**src/rtl/mean_nearest_neighbour_sigma_macros.svh**
```systemverilog
// assertion helpers shared by mnns_front, mnns_fifo and mnns_back
`ifndef MEAN_NEAREST_NEIGHBOUR_SIGMA_MACROS_SVH
`define MEAN_NEAREST_NEIGHBOUR_SIGMA_MACROS_SVH

// same-cycle implication
`define MNNS_ASSERT(lbl, clk, rst_n, ante, cons) \
	lbl: assert property (@(posedge clk) disable iff (!rst_n) (ante) |-> (cons)) \
		else $error("mnns assertion failed");

// next-cycle implication
`define MNNS_ASSERT_NEXT(lbl, clk, rst_n, ante, cons) \
	lbl: assert property (@(posedge clk) disable iff (!rst_n) (ante) |=> (cons)) \
		else $error("mnns assertion failed");

`endif

```
**src/rtl/mnns_pkg.sv**
```systemverilog
`timescale 1ns / 1ps
`default_nettype none
package mnns_pkg;
	localparam int COORD_W = 16;
	localparam int SSD_W = 37;
	localparam int SUM_W = 43;
	localparam int SIGMA_W = 27;
	localparam int MODE_W = 2;
	localparam int VCOUNT_W = 7;
	localparam int DIM_W = 5;
	localparam int CFG_IDX_W = 2;
	localparam int CFG_DATA_W = 7;

	localparam int DEF_MAX_VECTORS = 64;
	localparam int DEF_MAX_DIM = 16;

	// field widths sized for the largest allowed parameter values
	localparam int VIDX_W = 10;
	localparam int ADDR_W = 18;
	localparam int CNT_W = 11;
	localparam int DCNT_W = 9;

	localparam int ISQ_W = 60;
	localparam int ROOT_W = 30;
	localparam int DVD_W = SUM_W + 16;
	localparam int SCALE_W = 24;
	localparam int CMD_DEPTH = 2;

	localparam logic [SSD_W-1:0] SSD_MAX = '1;
	// 1/sqrt(2 ln 2) in q0.24
	localparam logic [SCALE_W-1:0] INV_HALFMAX = 24'd14249255;

	localparam logic [CFG_IDX_W-1:0] REG_MODE = 2'd0;
	localparam logic [CFG_IDX_W-1:0] REG_VCOUNT = 2'd1;
	localparam logic [CFG_IDX_W-1:0] REG_DIM = 2'd2;

	localparam logic [MODE_W-1:0] MODE_MEAN = 2'd0;
	localparam logic [MODE_W-1:0] MODE_HALFMAX = 2'd1;
	localparam logic [MODE_W-1:0] MODE_RMS = 2'd2;
	localparam logic [MODE_W-1:0] MODE_RMS_SCALED = 2'd3;

	typedef struct packed {
		logic [VIDX_W-1:0] vec;
		logic [ADDR_W-1:0] base;
		logic last;
	} cmd_t;

	typedef struct packed {
		logic [MODE_W-1:0] mode;
		logic [CNT_W-1:0] count;
		logic [DCNT_W-1:0] dim;
	} cfg_t;

	typedef struct packed {
		logic en;
		logic [ADDR_W-1:0] addr;
		logic [COORD_W-1:0] data;
	} store_wr_t;
endpackage
`default_nettype wire

```
**src/rtl/mnns_fifo.sv**
```systemverilog
`timescale 1ns / 1ps
`include "mean_nearest_neighbour_sigma_macros.svh"
`default_nettype none
module mnns_fifo (
	input wire logic clk,
	input wire logic arst_n,
	input wire logic clear,
	input wire logic push,
	input wire mnns_pkg::cmd_t din,
	output logic full,
	input wire logic pop,
	output mnns_pkg::cmd_t dout,
	output logic empty
);
	import mnns_pkg::*;

	localparam int PW = (CMD_DEPTH > 1) ? $clog2(CMD_DEPTH) : 1;

	cmd_t mem_q [CMD_DEPTH];
	logic [PW-1:0] wp_q, rp_q;
	logic [PW:0] cnt_q;
	logic do_push, do_pop;

	assign full = cnt_q == (PW + 1)'(CMD_DEPTH);
	assign empty = cnt_q == '0;
	assign do_push = push && !full;
	assign do_pop = pop && !empty;
	assign dout = mem_q[rp_q];

	always_ff @(posedge clk or negedge arst_n) begin
		if (!arst_n) begin
			wp_q <= '0;
			rp_q <= '0;
			cnt_q <= '0;
		end else if (clear) begin
			wp_q <= '0;
			rp_q <= '0;
			cnt_q <= '0;
		end else begin
			if (do_push)
				wp_q <= wp_q + 1'b1;
			if (do_pop)
				rp_q <= rp_q + 1'b1;
			if (do_push && !do_pop)
				cnt_q <= cnt_q + 1'b1;
			else if (do_pop && !do_push)
				cnt_q <= cnt_q - 1'b1;
		end
	end

	always_ff @(posedge clk) begin
		if (do_push)
			mem_q[wp_q] <= din;
	end

	`MNNS_ASSERT(a_no_overflow, clk, arst_n, push, !full)
	`MNNS_ASSERT(a_no_underflow, clk, arst_n, pop, !empty)
endmodule
`default_nettype wire

```
**config.mk**
```make
export PLATFORM = sky130hd
export DESIGN_NAME = mnns_fifo
export DESIGN_NICKNAME = d
export VERILOG_FILES = /design/src/rtl/mnns_pkg.sv /design/src/rtl/mnns_fifo.sv
export VERILOG_INCLUDE_DIRS = /design/src /design/src/rtl
export SDC_FILE = /design/constraint.sdc
export NUM_CORES = 1
export LEC_CHECK = 0
export BUFFER_PORTS_ARGS = -buffer_cell sky130_fd_sc_hd__buf_2
export CORE_MARGIN = 2
export CORE_UTILIZATION = 51
export CTS_CLUSTER_DIAMETER = 80
export DETAILED_ROUTE_END_ITERATION = 10
export PLACE_DENSITY = 0.76
export SYNTH_ARGS = -nofsm -noshare
export SYNTH_HDL_FRONTEND = slang
export SYNTH_SLANG_ARGS = --single-unit
```
**constraint.sdc**
```tcl
create_clock -name clk -period 2.8 [get_ports clk]
set_clock_uncertainty 0.15 [all_clocks]
set_input_delay 0.14 -clock clk [delete_from_list [all_inputs] [get_ports clk]]
set_output_delay 0.14 -clock clk [all_outputs]
set_load 0.02 [all_outputs]
```
==> impl_metrics.csv <==
group,metric,value,unit
flow_run,maxCapViolations,0,
setup_path,cp_slowest_cell,"dfrtp_1",
setup_path,r2r_slack,0.92,ns
final_layout,diodes,0,
global_route,grt_pass1_vias,1423,
setup_path,critPathMaxStageDelay,0.66,ns
cts,cts.sinks,62,
cts,cts_tree,"built",
power_and_ir_drop,clkPwrFrac,34.7,%
placement,dpl-instance-area,0.00271,mm^2
global_route,grt_max_degree,30,
synthesis,ys_warn_count,0,
final_layout,multi_input_area,440,um^2
timing,hold_viol_final,0,
synthesis,syn_nets,149,
synthesis,synth_cells,115,
final_layout,area_delta_synth_final,40.1,%
synthesis,synth_top_cell_by_area,"edfxtp_1",
cts,cts_max_level,3,
setup_path,endpoint_kind,"output pin",
setup_path,crit-reg2reg-launch,"cnt_q[0]",
timing,period_needed,2.05,ns
cts,cts_buffer_depth,2,
power_and_ir_drop,power_density,652,mW/mm^2
setup_path,cp_max_fo,20,
final_layout,drive_above_1_share,50.0,%
route,ant_nets,0,
outcome,status,"finished, final reports clean",
cts,ctsRootBufferMaster,"clkbuf_8",
route,wirelength,4300,um
global_route,grt_overflow,0,
setup_path,cp.depth,3,
cts,clkSlewWorstSetupHoldPaths,0.07,ns
synthesis,ys_seq_area_share,79.8,%
timing,slew_violations,0,
cts,cts_hold_buf,33,
route,drt-initial-drc-count,91,
cts,cts-resized-gates,0,
timing,setup_tns,0,ns
setup_path,critical_path.endpoint,"dout[15]",
setup_path,worstPathCellList,"buf_12 -> mux2_2 -> buf_2",
global_route,antenna_found_initial,0,
setup_path,worstPathRequired,2.51,ns
synthesis,avgSynthCellArea,20.1,um^2
power_and_ir_drop,sw_frac_of_total,23.6,%
final_layout,regArea,0.00184,mm^2
final_layout,fin_area,0.00323,mm^2
synthesis,yosys_register_bits,62,
power_and_ir_drop,p_int,1.61,mW
timing,setup_viol,0,
route,routedWlPerCell,15.4,um
route,vias,1396,
final_layout,nFillCells,275,
timing,setup_ws,0.751,ns
final_layout,layout.nets,257,
setup_path,r2r_cells,5,
setup_path,critPathTopFamily,"flip-flops",
timing,max_freq,488,MHz
placement,dp_worst_setup_slack,0.918,ns
floorplanning,start_util,53.0,%
timing,slew_headroom,65.9,%
global_route,grtUsageTotal,17.9,%
route,dr.pass1.iters,4,
cts,cts_buffers,9,
power_and_ir_drop,power.switching,0.498,mW
cts,post-cts-setup-buffers,0,
worst_hold_path,hold_path_class,"input pin to flip-flop",
floorplanning,rows,24,
synthesis,syn_area,0.00231,mm^2
global_route,grt_pass1_wl,6540,um
setup_path,arrival,1.76,ns
setup_path,setup.worst_path.start,"rp_q",
cts,insertion_delay,0.33,ns
setup_path,cp-start-kind,"flip-flop",
synthesis,synth_cell_types,20,
synthesis,synth_area_leaders,"edfxtp_1, mux2_2, dfrtp_1, a21oi_1, buf_2",
timing,timing.final.crit_share,73.2,%
placement,globalplace.congestion,0.688,
route,drc,0,
route,viasPerCell,4.99,
timing,worst_slew_pin_slew,0.511,ns
power_and_ir_drop,cellLeakagePower,1.26,nW
setup_path,r2r-end,"mem_q[0][21]",
timing,rsz0062_at_grt,"no",
floorplanning,die_area,0.00508,mm^2
setup_path,critical_path_buf_inv_count,2,
placement,hpwl,2510,um
setup_path,critPathKind,"flip-flop to output pin",
floorplanning,ios,65,
power_and_ir_drop,p_seq_share,51.7,%
placement,port_buffers,64,
power_and_ir_drop,comb_power_share,13.6,%
floorplanning,chipHeight,71.3,um
floorplanning,fp.dieW,71.3,um
synthesis,yosysTopAreaCellShare,75.4,%
power_and_ir_drop,vdd_drop_max,0.403,mV
floorplanning,fp.coreArea,0.00435,mm^2
flip-flops by register name (all words and copies together), names as in the netlist:
signal  cells
wp_q        1
rp_q        1
cnt_q       2
mem_q      58
layout by cell type, fill, tap and decap left out, types with 4 or more instances in the layout:
master         count
a21oi_1            4
dlygate4sd3_1     33
edfxtp_1          58
dfrtp_1            4
buf_2             64
clkbuf_8           9
mux2_2            29
clkinv_2           4
Yosys cell counts:
cell type	count
mux2_2	29
nand2b_2	1
and3_1	1
nor2_1	2
mux2i_1	1
dfrtp_1	4
or2_1	1
nor3b_1	1
a21oi_1	4
inv_2	1
a21o_1	1
buf_2	3
o211ai_1	1
or3_1	1
inv_1	1
nand3b_1	1
xor2_1	1
o21ai_0	2
clkinv_1	1
edfxtp_1	58
layout make-up:
cell class                 count  area share, %
timing repair buffer         100           21.2
clock buffer                   9           3.83
clock inverter                 7           2.01
sequential                    62           57.0
inverter                       3          0.348
tap                           52           2.01
multi-input combinational     47           13.6
worst reg2reg max path, delay by kind of cell (launching register included):
| family | cells | cell delay (ns) |
|---|---|---|
| simple gates | 2 | 0.49 |
| flops | 1 | 0.42 |
| buf+inv | 3 | 0.46 |
routing by layer:
layer  up-vias  wire, um  share of wire (%)  global-route usage, %
li1        669         -                  -                      -
met1       669      1840                 43                   21.6
met2        52      2100                 49                   28.1
met3         6       307                7.1                   7.03
met4         0        59                1.4                   9.43
met5         -         0                  0                      0
power by group through the flow:
stage / sequential, mW / combinational (mW) / clock, mW
after floorplan: 1.10 / 0.159 / 0
after global placement: 1.11 / 0.244 / 0
after detailed placement: 1.11 / 0.250 / 0
after CTS: 1.09 / 0.287 / 0.747
after global routing: 1.10 / 0.306 / 0.793
final: 1.09 / 0.287 / 0.731
stage by stage:
stage / hold slack, ns / power, mW / util [%] / std cells
6_report: 0.0218 / 2.11 / 74.3 / 280
3_3_place_gp: -0.202 / 1.35 / 62.3 / 231
3_5_place_dp: -0.193 / 1.36 / 62.3 / 231
2_1_floorplan: -0.306 / 1.26 / - / 115
5_1_grt: 0.0206 / 2.19 / 74.3 / 280
4_1_cts: 0.0131 / 2.13 / 74.3 / 280
worst min path at each step:
stage            from       end  slack [ns]  cells after the start
6_report         push  cnt_q[0]        0.02                      3
5_1_grt          push  cnt_q[0]        0.02                      3
4_1_cts          push  cnt_q[0]        0.01                      3
3_5_place_dp   arst_n  cnt_q[0]       -0.19                      1
3_3_place_gp   arst_n  cnt_q[0]       -0.20                      1
2_1_floorplan  arst_n  cnt_q[0]       -0.31                      0
cells by family (layout without fill, tap and decap cells):
family | after synthesis | count (layout) | share of synthesized area [%]
AOI/OAI and AO/OA | 8 | 8 | 1.95
xor gates and xnor gates | 1 | 1 | 0.379
buffers and inverters | 6 | 119 | 1.14
DFF | 62 | 62 | 79.8
muxes | 30 | 30 | 14.6
and+or+nand+nor | 8 | 8 | 2.17
Note: power is estimated with default switching activity, not from simulation.
