**src/rtl/mean_nearest_neighbour_sigma_macros.svh**
```systemverilog
// assertion helpers shared by mnns_front, mnns_fifo and mnns_back
`ifndef MEAN_NEAREST_NEIGHBOUR_SIGMA_MACROS_SVH
`define MEAN_NEAREST_NEIGHBOUR_SIGMA_MACROS_SVH

// same-cycle implication
`define MNNS_ASSERT(lbl, clk, rst_n, ante, cons) \
	lbl: assert property (@(posedge clk) disable iff (!rst_n) (ante) |-> (cons)) \
		else $error("mnns assertion failed");

// next-cycle implication
`define MNNS_ASSERT_NEXT(lbl, clk, rst_n, ante, cons) \
	lbl: assert property (@(posedge clk) disable iff (!rst_n) (ante) |=> (cons)) \
		else $error("mnns assertion failed");

`endif

```
**src/rtl/mnns_pkg.sv**
```systemverilog
`timescale 1ns / 1ps
`default_nettype none
package mnns_pkg;
	localparam int COORD_W = 16;
	localparam int SSD_W = 37;
	localparam int SUM_W = 43;
	localparam int SIGMA_W = 27;
	localparam int MODE_W = 2;
	localparam int VCOUNT_W = 7;
	localparam int DIM_W = 5;
	localparam int CFG_IDX_W = 2;
	localparam int CFG_DATA_W = 7;

	localparam int DEF_MAX_VECTORS = 64;
	localparam int DEF_MAX_DIM = 16;

	// field widths sized for the largest allowed parameter values
	localparam int VIDX_W = 10;
	localparam int ADDR_W = 18;
	localparam int CNT_W = 11;
	localparam int DCNT_W = 9;

	localparam int ISQ_W = 60;
	localparam int ROOT_W = 30;
	localparam int DVD_W = SUM_W + 16;
	localparam int SCALE_W = 24;
	localparam int CMD_DEPTH = 2;

	localparam logic [SSD_W-1:0] SSD_MAX = '1;
	// 1/sqrt(2 ln 2) in q0.24
	localparam logic [SCALE_W-1:0] INV_HALFMAX = 24'd14249255;

	localparam logic [CFG_IDX_W-1:0] REG_MODE = 2'd0;
	localparam logic [CFG_IDX_W-1:0] REG_VCOUNT = 2'd1;
	localparam logic [CFG_IDX_W-1:0] REG_DIM = 2'd2;

	localparam logic [MODE_W-1:0] MODE_MEAN = 2'd0;
	localparam logic [MODE_W-1:0] MODE_HALFMAX = 2'd1;
	localparam logic [MODE_W-1:0] MODE_RMS = 2'd2;
	localparam logic [MODE_W-1:0] MODE_RMS_SCALED = 2'd3;

	typedef struct packed {
		logic [VIDX_W-1:0] vec;
		logic [ADDR_W-1:0] base;
		logic last;
	} cmd_t;

	typedef struct packed {
		logic [MODE_W-1:0] mode;
		logic [CNT_W-1:0] count;
		logic [DCNT_W-1:0] dim;
	} cfg_t;

	typedef struct packed {
		logic en;
		logic [ADDR_W-1:0] addr;
		logic [COORD_W-1:0] data;
	} store_wr_t;
endpackage
`default_nettype wire

```
**src/rtl/mnns_front.sv**
```systemverilog
`timescale 1ns / 1ps
`include "mean_nearest_neighbour_sigma_macros.svh"
`default_nettype none
module mnns_front #(
	parameter int MAX_VECTORS = 64,
	parameter int MAX_DIM = 16
) (
	input wire logic clk,
	input wire logic arst_n,
	input wire logic push,
	output logic full,
	input wire logic signed [mnns_pkg::COORD_W-1:0] coordinate,
	input wire logic cfg_we,
	input wire logic [mnns_pkg::CFG_IDX_W-1:0] cfg_index,
	input wire logic [mnns_pkg::CFG_DATA_W-1:0] cfg_data,
	output mnns_pkg::cfg_t cfg,
	output logic clear,
	output mnns_pkg::store_wr_t store_wr,
	output logic cmd_push,
	output mnns_pkg::cmd_t cmd,
	input wire logic cmd_full,
	input wire logic set_done
);
	import mnns_pkg::*;

	localparam int NW = $clog2(MAX_VECTORS + 1);
	localparam int DW = $clog2(MAX_DIM + 1);
	localparam int VW = $clog2(MAX_VECTORS);
	localparam int KW = (MAX_DIM > 1) ? $clog2(MAX_DIM) : 1;
	localparam int AW = $clog2(MAX_VECTORS * MAX_DIM);

	logic [MODE_W-1:0] mode_q;
	logic [VCOUNT_W-1:0] vcount_q;
	logic [DIM_W-1:0] dim_q;
	logic [KW-1:0] k_q;
	logic [VW-1:0] v_q;
	logic [AW-1:0] wa_q, base_q;
	logic hold_q;
	logic cfg_hit, accept, end_vec, last_vec;
	logic [31:0] n32, d32;
	logic [NW-1:0] n_eff;
	logic [DW-1:0] d_eff;

	// out-of-range counts are clamped
	always_comb begin
		if (32'(vcount_q) < 32'd2)
			n32 = 32'd2;
		else if (32'(vcount_q) > 32'(MAX_VECTORS))
			n32 = 32'(MAX_VECTORS);
		else
			n32 = 32'(vcount_q);
		if (dim_q == '0)
			d32 = 32'd1;
		else if (32'(dim_q) > 32'(MAX_DIM))
			d32 = 32'(MAX_DIM);
		else
			d32 = 32'(dim_q);
	end
	assign n_eff = n32[NW-1:0];
	assign d_eff = d32[DW-1:0];

	assign cfg_hit = cfg_we && (cfg_index inside {REG_MODE, REG_VCOUNT, REG_DIM});
	assign full = cmd_full || hold_q;
	assign accept = push && !full;
	assign end_vec = (32'(k_q) + 32'd1) == 32'(d_eff);
	assign last_vec = (32'(v_q) + 32'd1) == 32'(n_eff);

	always_ff @(posedge clk or negedge arst_n) begin
		if (!arst_n) begin
			mode_q <= MODE_MEAN;
			vcount_q <= VCOUNT_W'(64);
			dim_q <= DIM_W'(16);
		end else if (cfg_we) begin
			case (cfg_index)
				REG_MODE: mode_q <= cfg_data[MODE_W-1:0];
				REG_VCOUNT: vcount_q <= cfg_data[VCOUNT_W-1:0];
				REG_DIM: dim_q <= cfg_data[DIM_W-1:0];
				default: ;
			endcase
		end
	end

	always_ff @(posedge clk or negedge arst_n) begin
		if (!arst_n) begin
			k_q <= '0;
			v_q <= '0;
			wa_q <= '0;
			base_q <= '0;
			hold_q <= 1'b0;
		end else if (cfg_hit) begin
			k_q <= '0;
			v_q <= '0;
			wa_q <= '0;
			base_q <= '0;
			hold_q <= 1'b0;
		end else if (accept) begin
			if (end_vec) begin
				k_q <= '0;
				if (last_vec) begin
					// new set waits until the back end has finished this one
					v_q <= '0;
					wa_q <= '0;
					base_q <= '0;
					hold_q <= 1'b1;
				end else begin
					v_q <= v_q + 1'b1;
					wa_q <= wa_q + 1'b1;
					base_q <= wa_q + 1'b1;
				end
			end else begin
				k_q <= k_q + 1'b1;
				wa_q <= wa_q + 1'b1;
			end
		end else if (set_done) begin
			hold_q <= 1'b0;
		end
	end

	assign store_wr.en = accept;
	assign store_wr.addr = ADDR_W'(wa_q);
	assign store_wr.data = coordinate;

	assign cmd_push = accept && end_vec;
	assign cmd.vec = VIDX_W'(v_q);
	assign cmd.base = ADDR_W'(base_q);
	assign cmd.last = last_vec;

	assign cfg.mode = mode_q;
	assign cfg.count = CNT_W'(n_eff);
	assign cfg.dim = DCNT_W'(d_eff);
	assign clear = cfg_hit;

	`MNNS_ASSERT_NEXT(a_hold_after_last, clk, arst_n, cmd_push && cmd.last && !cfg_hit, hold_q)
	`MNNS_ASSERT(a_no_cmd_while_held, clk, arst_n, hold_q, !cmd_push)
endmodule
`default_nettype wire

```
**config.mk**
```make
export PLATFORM = sky130hd
export DESIGN_NAME = mnns_front
export DESIGN_NICKNAME = d
export VERILOG_FILES = /design/src/rtl/mnns_pkg.sv /design/src/rtl/mnns_front.sv
export VERILOG_INCLUDE_DIRS = /design/src /design/src/rtl
export SDC_FILE = /design/constraint.sdc
export NUM_CORES = 1
export LEC_CHECK = 0
export BUFFER_PORTS_ARGS = -buffer_cell sky130_fd_sc_hd__buf_2
export CAP_MARGIN = 20
export CORE_MARGIN = 2
export CORE_UTILIZATION = 30
export CTS_CLUSTER_DIAMETER = 150
export DETAILED_ROUTE_END_ITERATION = 8
export GPL_ROUTABILITY_DRIVEN = 0
export PLACE_DENSITY = 0.63
export SLEW_MARGIN = 0
export SYNTH_ARGS = -nofsm -noshare
export SYNTH_HDL_FRONTEND = slang
export SYNTH_SLANG_ARGS = --single-unit
```
**constraint.sdc**
```tcl
create_clock -name clk -period 4.3 [get_ports clk]
set_input_delay 1.075 -clock clk [delete_from_list [all_inputs] [get_ports clk]]
set_output_delay 1.075 -clock clk [all_outputs]
set_load 0.005 [all_outputs]
```
==> flow_metrics.py, run 1 <==
metrics = {
    "global_routing": {
        "grt_pass1_wl_um": 9860,
        "grt_antenna_before_repair": 0,
        "grt_pass1_vias": 2013,
        "groute.usage.overall_pct": 12.0,
        "grt_overflow": 0,
        "grt_max_degree": 46,
    },
    "floorplan": {
        "std_cell_rows": 35,
        "die_w_um": 101,
        "initial_core_util_pct": 30.8,
        "die_area_um2": 10300,
        "core_area_um2": 9240,
        "io_pins": 120,
        "die_y_um": 101,
    },
    "power": {
        "ir_drop_v": 0.000191,
        "power_density_nw_per_um2": 309,
        "power.leakage_nw": 1.55,
    },
    "route": {
        "post_drt_wl_per_cell_um": 13.3,
        "viasPerCell": 4.72,
        "drc": 0,
        "drt_iter0_drc": 172,
        "dr.pass1.iters": 4,
        "ant_nets": 0,
        "wl_um": 6120,
        "vias": 2165,
    },
    "critical_path": {
        "critPathLaunchType": "register",
        "crit_top_cell": "a211o_1",
        "cp_max_fo": 11,
        "crit_path_end_kind": "output port",
        "max_stage_delay_ns": 0.43,
        "worstPathCellList": "ha_1 > and3_1 > a211o_1 > a211o_1 > nor3_2 > nand2_1 > clkinv_8 > buf_2",
        "path_buf_inv": 2,
        "required_ns": 3.22,
        "path_class": "register to output port",
        "cp_data_arrival_time_ns": 2.68,
        "crit_slowest_cell": "dfrtp_1",
        "crit_family": "simple AND/OR/NAND/NOR gates",
    },
    "cells_and_area": {
        "nets": 363,
        "antenna_cells": 0,
        "final_common_cell": "buf_2",
        "post-route-cell-area_um2": 3120,
        "drive_gt1_share_pct": 27.6,
        "area_growth_pct": 9.81,
        "layout_common_cells": "buf_2 (59), dfrtp_1 (43), conb_1 (28)",
    },
    "timing": {
        "min_period_ns": 3.76,
        "clock_skew_ns": 0.0130,
        "slew_viol_final": 0,
        "whs_ns": 0.511,
        "setup_viol": 0,
        "min_period_over_period_pct": 87.4,
        "slew_headroom_pct": 54.2,
        "worst_pin_slew_ns": 0.685,
        "setup-tns-final_ns": 0,
        "fmax_mhz": 266,
        "hold_violations": 0,
        "rsz0062_at_grt": "false",
    },
    "clock_network": {
        "holdBufCountCts": 0,
        "cts_root_buf": "clkbuf_8",
        "cts_tree": "built",
        "clock_latency_ns": 0.30,
        "cts-buffers-inserted": 5,
        "clock_sinks": 45,
        "post_cts_resized": 0,
        "path_clk_slew_ns": 0.08,
        "cts_buffer_depth": 2,
        "h-tree-depth": 2,
        "post_cts_buffers": 0,
    },
    "synth": {
        "synth_top_flop_cell": "dfrtp_1",
        "synth_seq_cells": 45,
        "ys_warn_count": 0,
        "synthCells": 291,
        "yosysSeqAreaShare_pct": 39.7,
        "netlist-cell-type-count": 50,
        "synth_area_um2": 2850,
        "avgSynthCellArea_um2": 9.78,
        "async_flop_share_pct": 100,
        "synth_edf_count": 0,
    },
    "placement": {
        "detailed_place_hpwl_um": 4780,
        "placed_area_um2": 3010,
        "port_buffers": 59,
    },
    "hold_path": {
        "worstHoldPathType": "register to register",
    },
    "flow_run": {
        "maxCapViolCount": 0,
    },
    "run_status": {
        "status": "finished clean",
    },
}
path summary, 6_finish.rpt:
kind	start	end	slack (ns)	depth (start not counted)
min in group asynchronous	arst_n	mode_q[1]	0.58	1
worst min-delay path	mode_q[0]	mode_q[0]	0.51	1
worst min register to register	mode_q[0]	mode_q[0]	0.51	1
worst max-delay path	k_q[0]	cmd_push	0.54	8
worst max register to register	k_q[0]	v_q[0]	1.37	8
max in group asynchronous	arst_n	dim_q[4]	3.24	2
layout make-up:
class	count	area (um2)
clock inverters	2	13.8
fillers	958	6120
flip-flops and latches	45	1130
well taps	129	161
multi-input cells	207	1370
inverters	9	46.3
repair buffers	61	323
clock buffers	6	82.6
cells in the mapped netlist (4+ instances only):
cell type / number / area share (%)
and3_1: 7 / 1.5
nor2b_1: 6 / 1.3
a21oi_1: 15 / 2.6
inv_1: 7 / 0.92
buf_2: 4 / 0.70
nor2_1: 11 / 1.5
a2111oi_0: 4 / 1.2
clkbuf_1: 5 / 0.66
nand2_1: 17 / 2.2
buf_4: 47 / 12
xor2_1: 8 / 2.5
a32o_1: 4 / 1.4
o21ai_0: 7 / 1.2
nand2b_1: 4 / 0.88
nand3_1: 13 / 2.3
a22o_1: 8 / 2.5
a211o_1: 4 / 1.2
nand3b_1: 7 / 1.8
xnor2_1: 14 / 4.3
dfrtp_1: 43 / 38
mux2_2: 15 / 5.9
report_power, final:
| group | internal, W | switching (W) | total (W) |
|---|---|---|---|
| registers | 0.000457 | 0.0000370 | 0.000494 |
| logic | 0.0000941 | 0.000101 | 0.000195 |
| clock network | 0.000130 | 0.000147 | 0.000277 |
metal layers:
layer,part of all wire (%),up-vias,global-route usage (%)
li1,-,1035,-
met1,45,1047,15.9
met2,48,77,20.1
met3,5.8,6,2.69
met4,0.65,0,2.70
met5,0,-,0
flip-flops by register name, summed over array words and instances, names as in the netlist:
| register | flops |
|---|---|
| base_q | 10 |
| wa_q | 10 |
| vcount_q | 7 |
| v_q | 6 |
| dim_q | 5 |
| k_q | 4 |
| mode_q | 2 |
| hold_q | 1 |
stage by stage:
step | utilization, % | setup WS [ns] | cells | total power, W
2_1_floorplan | - | 1.34 | 318 | 0.000655
4_1_cts | 33.6 | 0.537 | 458 | 0.000979
3_3_place_gp | 32.6 | 0.938 | 450 | 0.000693
5_1_grt | 33.8 | 0.399 | 459 | 0.00103
3_5_place_dp | 32.6 | 0.866 | 450 | 0.000698
6_report | 33.8 | 0.543 | 459 | 0.000967
cell families (layout without fill, tap and decap cells):
| logic type | count (synthesis) | in the layout | synth area share (%) |
|---|---|---|---|
| muxes | 16 | 16 | 6.29 |
| DFF | 45 | 45 | 39.7 |
| other | 1 | 28 | 0.132 |
| xor gates and xnor gates | 22 | 22 | 6.77 |
| and+or+nand+nor | 82 | 82 | 15.9 |
| buffers and inverters | 66 | 78 | 15.8 |
| AOI/OAI and AO/OA | 56 | 56 | 14.1 |
| adders and majority gates | 3 | 3 | 1.32 |
No activity file was read; power rests on OpenSTA's default activity.
==> run 2, diff against run 1 <==
Settings changed: CELL_PAD_IN_SITES_DETAIL_PLACEMENT set to 0, CELL_PAD_IN_SITES_GLOBAL_PLACEMENT set to 1, PLACE_DENSITY 0.63 to 0.79.
==> run 2 against run 1 <==
Against the previous run:
- global-route usage increased by 0.37 points
- sequential share of layout area decreased by 0.058 points
- wire length increased by 2.9%
- cell count unchanged
- critical endpoint unchanged
- first-iteration DRC count decreased by 17%
- largest cell class unchanged
- power increased by 1.6%
- core utilization increased by 0.054 points
- largest power group unchanged
- hold slack got worse by 0.0033 ns
- setup slack got worse by 0.0072 ns
- maximum frequency decreased by 0.19%
==> flow_metrics.py, run 2 (synthesis gave the netlist of run 1 again) <==
metrics = {
    "run_status": {
        "status": "finished clean",
    },
    "route": {
        "drc": 0,
        "wl_met3_um": 491,
        "post_drt_wl_per_cell_um": 13.7,
        "drt_iter0_drc": 142,
        "viasPerCell": 4.69,
        "vias": 2152,
        "dr.pass1.iters": 4,
        "ant_nets": 0,
        "met1Wirelength_um": 2570,
        "routed.top_layer": "met4",
        "dr_wl_met2_um": 3130,
        "wl_um": 6300,
    },
    "hold_path": {
        "worstHoldPathType": "register to register",
        "hold_depth": 1,
    },
    "timing": {
        "min_period_over_period_pct": 87.5,
        "setup-tns-final_ns": 0,
        "clock_skew_ns": 0.00965,
        "rsz0062_at_grt": "false",
        "slew_viol_final": 0,
        "whs_ns": 0.508,
        "setup_viol": 0,
        "hold_violations": 0,
        "slew_headroom_pct": 53.1,
        "min_period_ns": 3.76,
        "fmax_mhz": 266,
        "worst_pin_slew_ns": 0.700,
    },
    "floorplan": {
        "core_area_um2": 9240,
        "die_area_um2": 10300,
        "die_w_um": 101,
        "die_y_um": 101,
        "initial_core_util_pct": 30.8,
        "std_cell_rows": 35,
        "io_pins": 120,
    },
    "clock_network": {
        "holdBufCountCts": 0,
        "cts_root_buf": "clkbuf_8",
        "cts-buffers-inserted": 5,
        "clock_latency_ns": 0.30,
        "path_clk_slew_ns": 0.08,
        "clock_sinks": 45,
        "post_cts_resized": 0,
        "h-tree-depth": 2,
        "post_cts_buffers": 0,
        "cts_tree": "built",
        "cts_buffer_depth": 2,
    },
    "global_routing": {
        "grt_overflow": 0,
        "grt_max_degree": 46,
        "grt_pass1_vias": 1972,
        "groute.usage.overall_pct": 12.4,
        "grt_antenna_before_repair": 0,
        "grt_pass1_wl_um": 10000,
    },
    "critical_path": {
        "crit_family": "simple AND/OR/NAND/NOR gates",
        "worstPathCellList": "ha_1 > and3_1 > a211o_1 > a211o_1 > nor3_2 > nand2_1 > clkinv_8 > buf_2",
        "path_depth": 8,
        "cp_max_fo": 11,
        "critPathLaunchType": "register",
        "path_class": "register to output port",
        "crit_slowest_cell": "dfrtp_1",
        "path_buf_inv": 2,
        "required_ns": 3.22,
        "max_stage_delay_ns": 0.43,
        "cp_data_arrival_time_ns": 2.69,
        "crit_path_end_kind": "output port",
        "crit_top_cell": "a211o_1",
        "worstRegToRegCells": 8,
    },
    "power": {
        "pwr-share-seq_pct": 50.4,
        "power_density_nw_per_um2": 314,
        "internal-power_w": 0.000696,
        "combPwrFrac_pct": 20.2,
        "power.leakage_nw": 1.55,
        "clockPowerShare_pct": 29.4,
        "swShare_pct": 29.1,
        "p_switching_w": 0.000286,
        "ir_drop_v": 0.000108,
    },
    "flow_run": {
        "maxCapViolCount": 0,
    },
    "placement": {
        "placed_area_um2": 3010,
        "detailed_place_hpwl_um": 4850,
        "port_buffers": 59,
    },
    "cells_and_area": {
        "reg.largest.list": "base_q: 10 flops, wa_q: 10 flops, vcount_q: 7 flops",
        "fill_cells": 971,
        "area_growth_pct": 9.98,
        "drive_gt1_share_pct": 27.6,
        "antenna_cells": 0,
        "post-route-cell-area_um2": 3130,
        "regArea_um2": 1130,
        "final_common_cell": "buf_2",
        "nets": 363,
        "layout_common_cells": "buf_2 (59), dfrtp_1 (43), conb_1 (28)",
        "final_util_pct": 33.9,
        "multi_input_area_um2": 1370,
    },
}
## run 2: cell count changes in the layout (fill, tap and decap cells not counted), sizes merged
cell / previous run / this run
clkbuf: 6 / 7
clkinv: 3 / 2
## run 2: power groups by stage
stage	Sequential, W	Combinational (W)	Clock [W]
after CTS	0.000496	0.000200	0.000298
after global routing	0.000502	0.000224	0.000315
final	0.000495	0.000198	0.000289
after detailed placement	0.000504	0.000199	0
after floorplan	0.000490	0.000165	0
after global placement	0.000503	0.000196	0
## run 2: per-layer routing
layer / track usage (%) / vias to the layer above
met1: 15.5 / 1033
met4: 4.05 / 0
li1: - / 1042
met2: 20.1 / 65
met3: 4.21 / 12
met5: 0 / -
## run 2: final timing paths
kind	from	to	slack, ns
max in group asynchronous	arst_n	vcount_q[6]	3.22
max	k_q[0]	cmd_push	0.54
min in group asynchronous	arst_n	mode_q[0]	0.60
min reg2reg	base_q[3]	base_q[3]	0.51
min	base_q[3]	base_q[3]	0.51
max reg2reg	k_q[0]	v_q[0]	1.31
## run 2: layout make-up
cell class	count	share of cell area (%)
Clock buffer	7	3.08
Clock inverter	1	0.160
Inverter	9	1.48
Multi-Input combinational cell	207	43.7
Sequential cell	45	36.1
Tap cell	129	5.16
Timing Repair Buffer	61	10.3
## run 2: stage by stage
step / std cells / total power [W] / setup WS [ns]
6_report: 459 / 0.000982 / 0.536
5_1_grt: 459 / 0.00104 / 0.320
4_1_cts: 458 / 0.000993 / 0.527
3_5_place_dp: 450 / 0.000703 / 0.856
3_3_place_gp: 450 / 0.000699 / 0.934
2_1_floorplan: 318 / 0.000655 / 1.34
